<file path="config.mk">
export PLATFORM = sky130hd
export DESIGN_NAME = buzzer_pattern_sequencer_flat
export DESIGN_NICKNAME = d
export VERILOG_FILES = /design/src/rtl/bps_pkg.sv /design/src/rtl/bps_in_if.sv /design/src/rtl/bps_out_if.sv /design/src/rtl/buzzer_pattern_sequencer.sv /design/src/flat_wrapper.sv
export SDC_FILE = /design/constraint.sdc
export NUM_CORES = 1
export LEC_CHECK = 0
export BUFFER_PORTS_ARGS = -buffer_cell sky130_fd_sc_hd__buf_2
export CAP_MARGIN = 15
export CELL_PAD_IN_SITES_DETAIL_PLACEMENT = 1
export CELL_PAD_IN_SITES_GLOBAL_PLACEMENT = 2
export CORE_MARGIN = 2
export CORE_UTILIZATION = 39
export DETAILED_ROUTE_END_ITERATION = 12
export PLACE_DENSITY = 0.92
export SETUP_SLACK_MARGIN = 0.5
export SYNTH_ARGS = -nofsm -noshare
export SYNTH_HDL_FRONTEND = slang
export SYNTH_SLANG_ARGS = --single-unit
</file>
<file path="constraint.sdc">
create_clock -name clk -period 5.1 [get_ports clk]
set_input_delay 0.51 -clock clk [delete_from_list [all_inputs] [get_ports clk]]
set_output_delay 0.51 -clock clk [all_outputs]
set_load 0.05 [all_outputs]
</file>
<file path="src/rtl/bps_pkg.sv">
`default_nettype none
package bps_pkg;

	// Field widths
	localparam int unsigned TIME_W  = 32;
	localparam int unsigned LEVEL_W = 2;
	localparam int unsigned REP_W   = 3;
	localparam int unsigned DUR_W   = 11;

	// Command codes
	localparam logic CMD_SET  = 1'b0;
	localparam logic CMD_TICK = 1'b1;

	// Alarm levels
	localparam logic [LEVEL_W-1:0] LVL_NONE    = 2'd0;
	localparam logic [LEVEL_W-1:0] LVL_SHORT   = 2'd1;
	localparam logic [LEVEL_W-1:0] LVL_WARNING = 2'd2;
	localparam logic [LEVEL_W-1:0] LVL_HIGH    = 2'd3;

	// Largest repeat count of any pattern
	localparam logic [REP_W-1:0] REP_MAX = 3'd5;

	typedef enum logic [1:0] {
		PH_IDLE  = 2'd0,
		PH_ON    = 2'd1,
		PH_OFF   = 2'd2,
		PH_PAUSE = 2'd3
	} phase_t;

	typedef struct packed {
		logic [DUR_W-1:0] on_ms;
		logic [DUR_W-1:0] off_ms;
		logic [REP_W-1:0] repeats;
		logic [DUR_W-1:0] rest_ms;
	} pattern_t;

	// Fixed beep pattern for each alarm level
	function automatic pattern_t pattern_of(input logic [LEVEL_W-1:0] level);
		pattern_t p;
		case (level)
			LVL_SHORT:   p = '{on_ms: 11'd100, off_ms: 11'd0,   repeats: 3'd1, rest_ms: 11'd0};
			LVL_WARNING: p = '{on_ms: 11'd200, off_ms: 11'd300, repeats: 3'd3, rest_ms: 11'd1000};
			LVL_HIGH:    p = '{on_ms: 11'd100, off_ms: 11'd100, repeats: 3'd5, rest_ms: 11'd500};
			default:     p = '{on_ms: 11'd0,   off_ms: 11'd0,   repeats: 3'd0, rest_ms: 11'd0};
		endcase
		return p;
	endfunction

endpackage
`default_nettype wire

</file>
<file path="src/rtl/bps_in_if.sv">
`default_nettype none
interface bps_in_if;
	logic        valid;
	logic        ready;
	logic        command;
	logic [1:0]  new_level;
	logic [31:0] now_ms;

	modport source (output valid, command, new_level, now_ms, input ready);
	modport sink (input valid, command, new_level, now_ms, output ready);
endinterface
`default_nettype wire

</file>
<file path="src/rtl/bps_out_if.sv">
`default_nettype none
interface bps_out_if;
	logic       valid;
	logic       ready;
	logic       beep_on;
	logic       buzzer_changed;
	logic [1:0] phase;
	logic [2:0] repeats_done;
	logic [1:0] active_level;

	modport source (output valid, beep_on, buzzer_changed, phase, repeats_done,
		active_level, input ready);
	modport sink (input valid, beep_on, buzzer_changed, phase, repeats_done,
		active_level, output ready);
endinterface
`default_nettype wire

</file>
<file path="src/rtl/buzzer_pattern_sequencer.sv">
// Channel  | Dir | Payload                                                 | Handshake
// item     | in  | command, new_level, now_ms                              | valid/ready
// result   | out | beep_on, buzzer_changed, phase, repeats_done, active_level | valid/ready
//
// Each request is captured in an input register; the pattern state is then
// updated and the result is written to the output register.
// One request is accepted every cycle while the result is not stalled.
// Throughput is set by the single state-update step (one 32-bit subtract and compare).
// arst_n clears the alarm level, phase, start time, repeat count and drive.
// A stalled result holds both registers; requests are taken again as soon as it drains.
`default_nettype none
module buzzer_pattern_sequencer (
	input  wire logic clk,
	input  wire logic arst_n,
	bps_in_if.sink    item,
	bps_out_if.source result
);
	import bps_pkg::*;

	// Input stage
	logic               valid_s1;
	logic               command_s1;
	logic [LEVEL_W-1:0] level_s1;
	logic [TIME_W-1:0]  now_s1;

	// Pattern state
	logic [LEVEL_W-1:0] level_q;
	phase_t             phase_q;
	logic [TIME_W-1:0]  start_q;
	logic [REP_W-1:0]   rep_q;
	logic               drive_q;

	// Result register
	logic               res_valid_q;
	logic               res_on_q;
	logic               res_changed_q;
	phase_t             res_phase_q;
	logic [REP_W-1:0]   res_rep_q;
	logic [LEVEL_W-1:0] res_level_q;

	// Next state
	logic [LEVEL_W-1:0] level_d;
	phase_t             phase_d;
	logic [TIME_W-1:0]  start_d;
	logic [REP_W-1:0]   rep_d;
	logic               drive_d;

	logic               advance;
	pattern_t           pat;
	logic [TIME_W-1:0]  elapsed;
	logic [REP_W-1:0]   rep_inc;

	assign advance    = valid_s1 && (!res_valid_q || result.ready);
	assign item.ready = !valid_s1 || advance;

	// Capture the request
	always_ff @(posedge clk or negedge arst_n) begin
		if (!arst_n) begin
			valid_s1 <= 1'b0;
		end else if (item.ready) begin
			valid_s1 <= item.valid;
		end
	end

	always_ff @(posedge clk) begin
		if (item.ready && item.valid) begin
			command_s1 <= item.command;
			level_s1   <= item.new_level;
			now_s1     <= item.now_ms;
		end
	end

	// Work out the next phase from the current pattern
	assign pat     = pattern_of(level_q);
	assign elapsed = now_s1 - start_q;
	assign rep_inc = rep_q + 3'd1;

	always_comb begin
		level_d = level_q;
		phase_d = phase_q;
		start_d = start_q;
		rep_d   = rep_q;
		drive_d = drive_q;
		if (command_s1 == CMD_SET) begin
			if (level_s1 != level_q) begin
				level_d = level_s1;
				rep_d   = '0;
				if (level_s1 == LVL_NONE) begin
					phase_d = PH_IDLE;
					start_d = '0;
					drive_d = 1'b0;
				end
			end
		end else if (level_q == LVL_NONE) begin
			if (phase_q != PH_IDLE) begin
				phase_d = PH_IDLE;
				start_d = now_s1;
				drive_d = 1'b0;
			end
		end else begin
			case (phase_q)
				PH_IDLE: begin
					rep_d   = '0;
					phase_d = PH_ON;
					start_d = now_s1;
					drive_d = 1'b1;
				end
				PH_ON: begin
					if (elapsed >= {{(TIME_W-DUR_W){1'b0}}, pat.on_ms}) begin
						start_d = now_s1;
						rep_d   = rep_inc;
						if (pat.repeats != '0 && rep_inc >= pat.repeats) begin
							if (pat.rest_ms != '0) begin
								phase_d = PH_PAUSE;
								drive_d = 1'b0;
							end else begin
								// group done with no pause: restart the beep
								rep_d   = '0;
								phase_d = PH_ON;
								drive_d = 1'b1;
							end
						end else begin
							phase_d = PH_OFF;
							drive_d = 1'b0;
						end
					end
				end
				PH_OFF: begin
					if (elapsed >= {{(TIME_W-DUR_W){1'b0}}, pat.off_ms}) begin
						phase_d = PH_ON;
						start_d = now_s1;
						drive_d = 1'b1;
					end
				end
				default: begin
					if (elapsed >= {{(TIME_W-DUR_W){1'b0}}, pat.rest_ms}) begin
						rep_d   = '0;
						phase_d = PH_ON;
						start_d = now_s1;
						drive_d = 1'b1;
					end
				end
			endcase
		end
	end

	// Commit the state
	always_ff @(posedge clk or negedge arst_n) begin
		if (!arst_n) begin
			level_q <= LVL_NONE;
			phase_q <= PH_IDLE;
			start_q <= '0;
			rep_q   <= '0;
			drive_q <= 1'b0;
		end else if (advance) begin
			level_q <= level_d;
			phase_q <= phase_d;
			start_q <= start_d;
			rep_q   <= rep_d;
			drive_q <= drive_d;
		end
	end

	// Hold the result until taken
	always_ff @(posedge clk or negedge arst_n) begin
		if (!arst_n) begin
			res_valid_q <= 1'b0;
		end else if (advance) begin
			res_valid_q <= 1'b1;
		end else if (result.ready) begin
			res_valid_q <= 1'b0;
		end
	end

	always_ff @(posedge clk) begin
		if (advance) begin
			res_on_q      <= drive_d;
			res_changed_q <= drive_d != drive_q;
			res_phase_q   <= phase_d;
			res_rep_q     <= rep_d;
			res_level_q   <= level_d;
		end
	end

	assign result.valid          = res_valid_q;
	assign result.beep_on        = res_on_q;
	assign result.buzzer_changed = res_changed_q;
	assign result.phase          = 2'(res_phase_q);
	assign result.repeats_done   = res_rep_q;
	assign result.active_level   = res_level_q;

	// Drive follows the on phase
	a_drive_phase: assert property (@(posedge clk) disable iff (!arst_n)
		drive_q == (phase_q == PH_ON))
		else $error("buzzer drive out of step with phase");

	// Level none keeps the sequencer idle
	a_none_idle: assert property (@(posedge clk) disable iff (!arst_n)
		(level_q == LVL_NONE) |-> (phase_q == PH_IDLE))
		else $error("sequencer active at level none");

	// Repeat count stays within the longest group
	a_rep_range: assert property (@(posedge clk) disable iff (!arst_n)
		rep_q <= REP_MAX)
		else $error("repeat count out of range");

	// Every processed request leaves a result
	a_result_after: assert property (@(posedge clk) disable iff (!arst_n)
		advance |=> res_valid_q)
		else $error("processed request produced no result");

	// State moves only when a request is processed
	a_state_hold: assert property (@(posedge clk) disable iff (!arst_n)
		!advance |=> $stable(level_q) && $stable(phase_q) && $stable(rep_q))
		else $error("state changed without a request");

endmodule
`default_nettype wire
</file>
<file path="src/flat_wrapper.sv">
// flat-port wrapper written by rule: the top's interface ports become plain ports
module buzzer_pattern_sequencer_flat import bps_pkg::*;
  (clk, arst_n, item_valid, item_command, item_new_level, item_now_ms, item_ready, result_valid, result_beep_on, result_buzzer_changed, result_phase, result_repeats_done, result_active_level, result_ready);
  bps_in_if item_i ();
  bps_out_if result_i ();
  input  wire logic clk;
  input  wire logic arst_n;
  input wire logic [$bits(item_i.valid)-1:0] item_valid;
  input wire logic [$bits(item_i.command)-1:0] item_command;
  input wire logic [$bits(item_i.new_level)-1:0] item_new_level;
  input wire logic [$bits(item_i.now_ms)-1:0] item_now_ms;
  output wire logic [$bits(item_i.ready)-1:0] item_ready;
  output wire logic [$bits(result_i.valid)-1:0] result_valid;
  output wire logic [$bits(result_i.beep_on)-1:0] result_beep_on;
  output wire logic [$bits(result_i.buzzer_changed)-1:0] result_buzzer_changed;
  output wire logic [$bits(result_i.phase)-1:0] result_phase;
  output wire logic [$bits(result_i.repeats_done)-1:0] result_repeats_done;
  output wire logic [$bits(result_i.active_level)-1:0] result_active_level;
  input wire logic [$bits(result_i.ready)-1:0] result_ready;
  assign item_i.valid = item_valid;
  assign item_i.command = item_command;
  assign item_i.new_level = item_new_level;
  assign item_i.now_ms = item_now_ms;
  assign item_ready = item_i.ready;
  assign result_valid = result_i.valid;
  assign result_beep_on = result_i.beep_on;
  assign result_buzzer_changed = result_i.buzzer_changed;
  assign result_phase = result_i.phase;
  assign result_repeats_done = result_i.repeats_done;
  assign result_active_level = result_i.active_level;
  assign result_i.ready = result_ready;
  buzzer_pattern_sequencer u_core (.clk(clk), .arst_n(arst_n), .item(item_i), .result(result_i));
endmodule
</file>
# [Yosys cells after proc, flatten, opt, wreduce, memory -nomap -nowiden]
# Cells that the tools add are included.
[classes] n_eq_ne=11 addsub=2 reduce_logical=17 n_mux=44 order_cmp=4
[op_table] cell="$mux 32" n=8
[op_table] cell="$pmux 33 s3" n=1
[op_table] cell="$pmux 32 s3" n=1
[op_table] cell="$ge 32x11->1" n=2
[op_table] cell="$ge 32x8->1" n=1
[op_table] cell="$sub 32x32->32" n=1
[op_table] cell="$mux 2" n=12
[op_table] cell="$mux 3" n=7
[op_table] cell="$mux 1" n=12
[op_table] cell="$reduce_bool 11->1" n=1
[op_table] cell="$pmux 3 s3" n=1
[op_table] cell="$ne 4x4->1 const B" n=2
[op_table] cell="$reduce_bool 2->1" n=4
[op_table] cell="$reduce_and 7->1" n=1
[op_table] cell="$eq 2x2->1 const B" n=3
[op_table] cell="$logic_not 2->1" n=3
[op_table] cell="$ne 6x6->1 const B" n=1
[op_table] cell="$pmux 2 s3" n=1
[op_table] cell="$eq 2x1->1 const B" n=2
[op_table] cell="$add 3x1->3 const B" n=1
[op_table] cell="$ge 3x3->1" n=1
[op_table] cell="$logic_and 1x1->1" n=3
[op_table] cell="$ne 3x3->1 const B" n=1
[op_table] cell="$pmux 1 s3" n=1
[op_table] cell="5 further kinds" n=7
[word_totals] regBits=86 in_bits=39 elab_cells=93 out_inout_bits=11

# [Logic depth before layout (Yosys ltp)]
[logic_depth] ltp_word=10 depth_mapped=21 mapped_depth_nobuf=19

# [Least setup slack after synthesis]
# OpenSTA, ideal clock, no wires.
[synth_path] kind="register -> register" startpoint="register u_core.start_q[0]" endpoint="register u_core.res_on_q, in the netlist u_core.result.beep_on (data pin)" setup_time_ps=269 path_slack_ps=741 arrival_time_ps=4089 path_buffers=0 t_required_ps=4831 stages_incl_launch_ff=19 synth_period_minus_slack_ps=4359 cell_sequence="dfrtp_1 ha_1 fa_1 nand2b_1 a21oi_2 o21a_1 nor2_1 xnor2_1 ha_1 a21o_1 a211oi_1 a21oi_1 nor4bb_1 and3b_1 a2bb2oi_1 nand2_1 or4_4 a311oi_2 o22ai_1"
[synth_between] elab_chain_len=6 elab_cells_between_ends=10 cone_classes="1 x add/sub; 3 x order compare; 6 x mux"
[synth_lines] element="start, declared" line="buzzer_pattern_sequencer.sv:29" source="logic [TIME_W-1:0] start_q;"
[synth_lines] element="start signal, assigned" line="buzzer_pattern_sequencer.sv:158" source="start_q <= start_d;"
[synth_lines] element="$sub 32x32->32 *" line="buzzer_pattern_sequencer.sv:75" source="assign elapsed = now_s1 - start_q;"
[synth_lines] element="$ge 32x11->1 (tied with other cells)" line="buzzer_pattern_sequencer.sv:136" source="if (elapsed >= {{(TIME_W-DUR_W){1'b0}}, pat.rest_ms}) begin"
[synth_lines] element="$mux 1 (on tied branches)" line="buzzer_pattern_sequencer.sv:136, buzzer_pattern_sequencer.sv:109, buzzer_pattern_sequencer.sv:129"
[synth_lines] element="$pmux 1 s3 *" line="buzzer_pattern_sequencer.sv:101" source="case (phase_q)"
[synth_lines] element="$mux 1 *" line="buzzer_pattern_sequencer.sv:94" source="end else if (level_q == LVL_NONE) begin"
[synth_lines] element="$mux 1 *" line="buzzer_pattern_sequencer.sv:84" source="if (command_s1 == CMD_SET) begin"
[synth_lines] element="named net u_core.drive_d" line="buzzer_pattern_sequencer.sv:46" source="logic drive_d;"
[synth_lines] element="end signal, assigned" line="buzzer_pattern_sequencer.sv:177" source="res_on_q <= drive_d;"
[synth_lines] element="end, declared" line="buzzer_pattern_sequencer.sv:35" source="logic res_on_q;"
# The timed path passes the listed nets; every way through them passes the cells marked *.
# A chain may end at the register's enable or synchronous reset.

# [Worst setup path in the final report]
# Ends and elaborated chain as after synthesis.

==> reports/results.tsv <==
metric	value	unit
Placed Area	0.00697	sq mm
final hold vios	0	
Die Ht	133	um
HP Class	in2async	
Register Area	0.00237	sq mm
half-perimeter wire length after placement	13.3	mm
#FFs+latches synth	86	
syn_nets	809	
Starting Density	0.396	
Leakage	2.99	nW
pwr dens	625	mW/mm^2
# setup viols final	0	
met3 usage	0.0392	
share of layout cells above drive strength 1	0.161	
DP Worst Slack	222	ps
M1 GR Usage	0.288	
largest net degree at the start of global routing	73	
WP data required	5200	ps
Max Clk Rate	0.226	GHz
synthesized area	0.00653	sq mm
EDFF count, synth	44	
core occupancy in the finished layout	0.452	
initial antenna violation count	0	
H-tree level count	3	
TritonCTS Buffers	9	
clock transition at the registers of the reported paths	70	ps
Antenna Cells	0	
multi-input logic area	0.00390	sq mm
Async SR Flop Fraction	0.488	
Mapped Cells	719	
register area share after synthesis	0.363	
Placer Congestion	0.841	
CP Max Fanout	3	
Routed WL	18.6	mm
Non-Filler Instances	984	
CP startpoint kind	flip-flop	
Worst Skew	10.3	ps
vias per cell	5.86	
clock sinks	86	
DIE WIDTH	133	um
area leader, netlist	edfxtp_1	
Boundary Pins	50	
Nets	849	
core area	0.0165	sq mm
Slew @ Worst Pin	1030	ps
Clock Root Buffer	clkbuf_16	
final worst path period need	4430	ps
Synth top area share	0.202	
CP arrival	4530	ps
RSZ-0062 raised after global routing	false	
Wirelength per Cell	18.9	um
DR vias	5769	
syn avg cell area	9.08	sq um
critical setup path kind	reg2reg	
status	complete, no violations	
first-pass GRT wire length	31.1	mm
num rows	47	
fin area	0.00744	sq mm
synth warn	0	
synth top area cells	edfxtp_1 20%, dfrtp_1 16%, ha_1 9.6%	
antenna viol nets, final	0	
DRT iter0 DRCs	323	
vias in the first global route	6058	
Syn-to-layout area delta	14.0	%
Max Slew Vio Count	0	
gr busiest metal	met2	
Max-slew headroom	0.313	
Final period util	0.868	
Inst Count DP	958	
CTS tree	built	
fin worst setup slack	671	ps
Unique masters post-synth	84	
Global Route Usage Sum	0.217	
input/output buffers	49	
Fill cells	1936	
Clock Path Buffers	2	
Post-synth top flop	edfxtp_1	
Clock Latency Late Sink	360	ps
Max-Cap Viols	0	
Crit. End Element	flip-flop	
met2 Use GR	0.368	
maximum vdd drop	0.257	mV
first drt pass iteration count	4	
Total Neg Setup Slack	0	ps
GRT overflow	0	
drt drc	0	
Die Footprint	0.0178	sq mm
==> cells by family after synthesis <==
| group | after synthesis | share of synthesized area |
|---|---|---|
| AND/OR/NAND/NOR | 241 | 0.190 |
| multiplexers | 8 | 0.0128 |
| AO/OA/AOI/OAI | 229 | 0.256 |
| adder cells (fa/ha/maj) | 51 | 0.0989 |
| flip-flops | 86 | 0.363 |
| XOR/XNOR | 18 | 0.0253 |
| buffers and inverters | 86 | 0.0535 |
==> cell type report <==
cell class,instances,area share
multi-input cells,547,0.524
flip-flops and latches,86,0.319
repair buffers,69,0.0563
well taps,220,0.0370
clock buffers,9,0.0303
inverters,46,0.0232
clock inverters,7,0.0106
==> state kept, by name (all words and copies together), names as in the netlist <==
signal and flops:
u_core.result.phase 2, u_core.result.beep_on 1, u_core.level_q 2, u_core.now_s1 32
u_core.result.active_level 2, u_core.valid_s1 1, u_core.start_q 32, u_core.result.valid 1
u_core.command_s1 1, u_core.rep_q 3, u_core.result.buzzer_changed 1, u_core.result.repeats_done 3
u_core.drive_q 1, u_core.level_s1 2, u_core.phase_q 2
==> cell usage in the layout (no fill, tap or decap), drive strengths merged, types with 7 or more instances in the layout <==
cell type,synthesis,final
ha,50,50
nor2b,8,8
nand3,42,42
nand2b,9,9
nand2,80,80
and4,7,7
xnor2,10,10
dfrtp,42,42
xor2,8,8
clkbuf,24,9
o21a,7,7
a21o,11,11
o21ai,31,31
a21oi,41,41
nor2,31,31
buf,16,69
inv,45,49
or3,7,7
o211ai,75,75
nor3,11,11
edfxtp,44,44
nand4,9,9
==> where the power goes <==
part           switching, W  internal, W  leakage (nW)
clock              0.000306     0.000387         0.151
combinational       0.00174      0.00114          1.90
sequential         0.000157     0.000922         0.942
==> critical path: stages (launching register included) <==
cell	delay, ps
dfrtp_1	400
ha_2	210
fa_2	350
nand2b_4	150
a21oi_2	150
o21a_1	130
nor2_1	60
xnor2_2	150
ha_1	310
a21o_1	190
a211oi_2	240
a21oi_2	100
nor4bb_2	330
and3b_2	260
a2bb2oi_2	160
nand2_1	110
or4_4	470
a311oi_4	260
o22ai_1	130
==> synthesized netlist by cell type, types with 11 or more instances <==
library cell	instances
nand2_1	80
o211ai_1	75
ha_1	50
inv_1	45
edfxtp_1	44
dfrtp_1	42
nand3_1	42
a21oi_1	40
nor2_1	31
clkbuf_1	24
o21ai_0	24
buf_2	12
a21o_1	11
nor3_1	11
==> stage by stage <==
stage / power [W] / hold slack (ps)
6_report: 0.00465 / 120
5_1_grt: 0.00505 / 144
4_1_cts: 0.00456 / 310
3_5_place_dp: 0.00380 / 500
3_3_place_gp: 0.00367 / 475
2_1_floorplan: 0.00311 / 214
==> what timing repair did <==
action	4_1_cts	5_1_grt
endpoints found under the hold margin	0	0
endpoints found under the setup margin	35	41
resized for setup	3	12
pin swaps	4	6
setup buffers	4	5
hold buffers	0	0
cloned	0	0
==> path summary, 6_finish.rpt <==
kind	startpoint	to	slack [ps]	depth (start not counted)
worst max register to register	u_core.start_q[0]$_DFFE_PN0P_	u_core.result.beep_on$_DFFE_PP_	670	18
worst max-delay path	u_core.start_q[0]$_DFFE_PN0P_	u_core.result.beep_on$_DFFE_PP_	670	18
worst min-delay path	arst_n	u_core.start_q[30]$_DFFE_PN0P_	120	1
max in group asynchronous	arst_n	u_core.start_q[19]$_DFFE_PN0P_	4450	2
min in group clk	item_now_ms[26]	u_core.now_s1[26]$_DFFE_PP_	320	1
worst min register to register	u_core.valid_s1$_DFFE_PN0N_	u_core.result.valid$_DFFE_PN0P_	510	1
==> metal layers <==
metal	routed length [um]	part of all wire
met1	8700	0.47
met3	593	0.032
met5	0	0
met4	169	0.0091
met2	9140	0.49
Note: power is estimated with default switching activity, not from simulation.
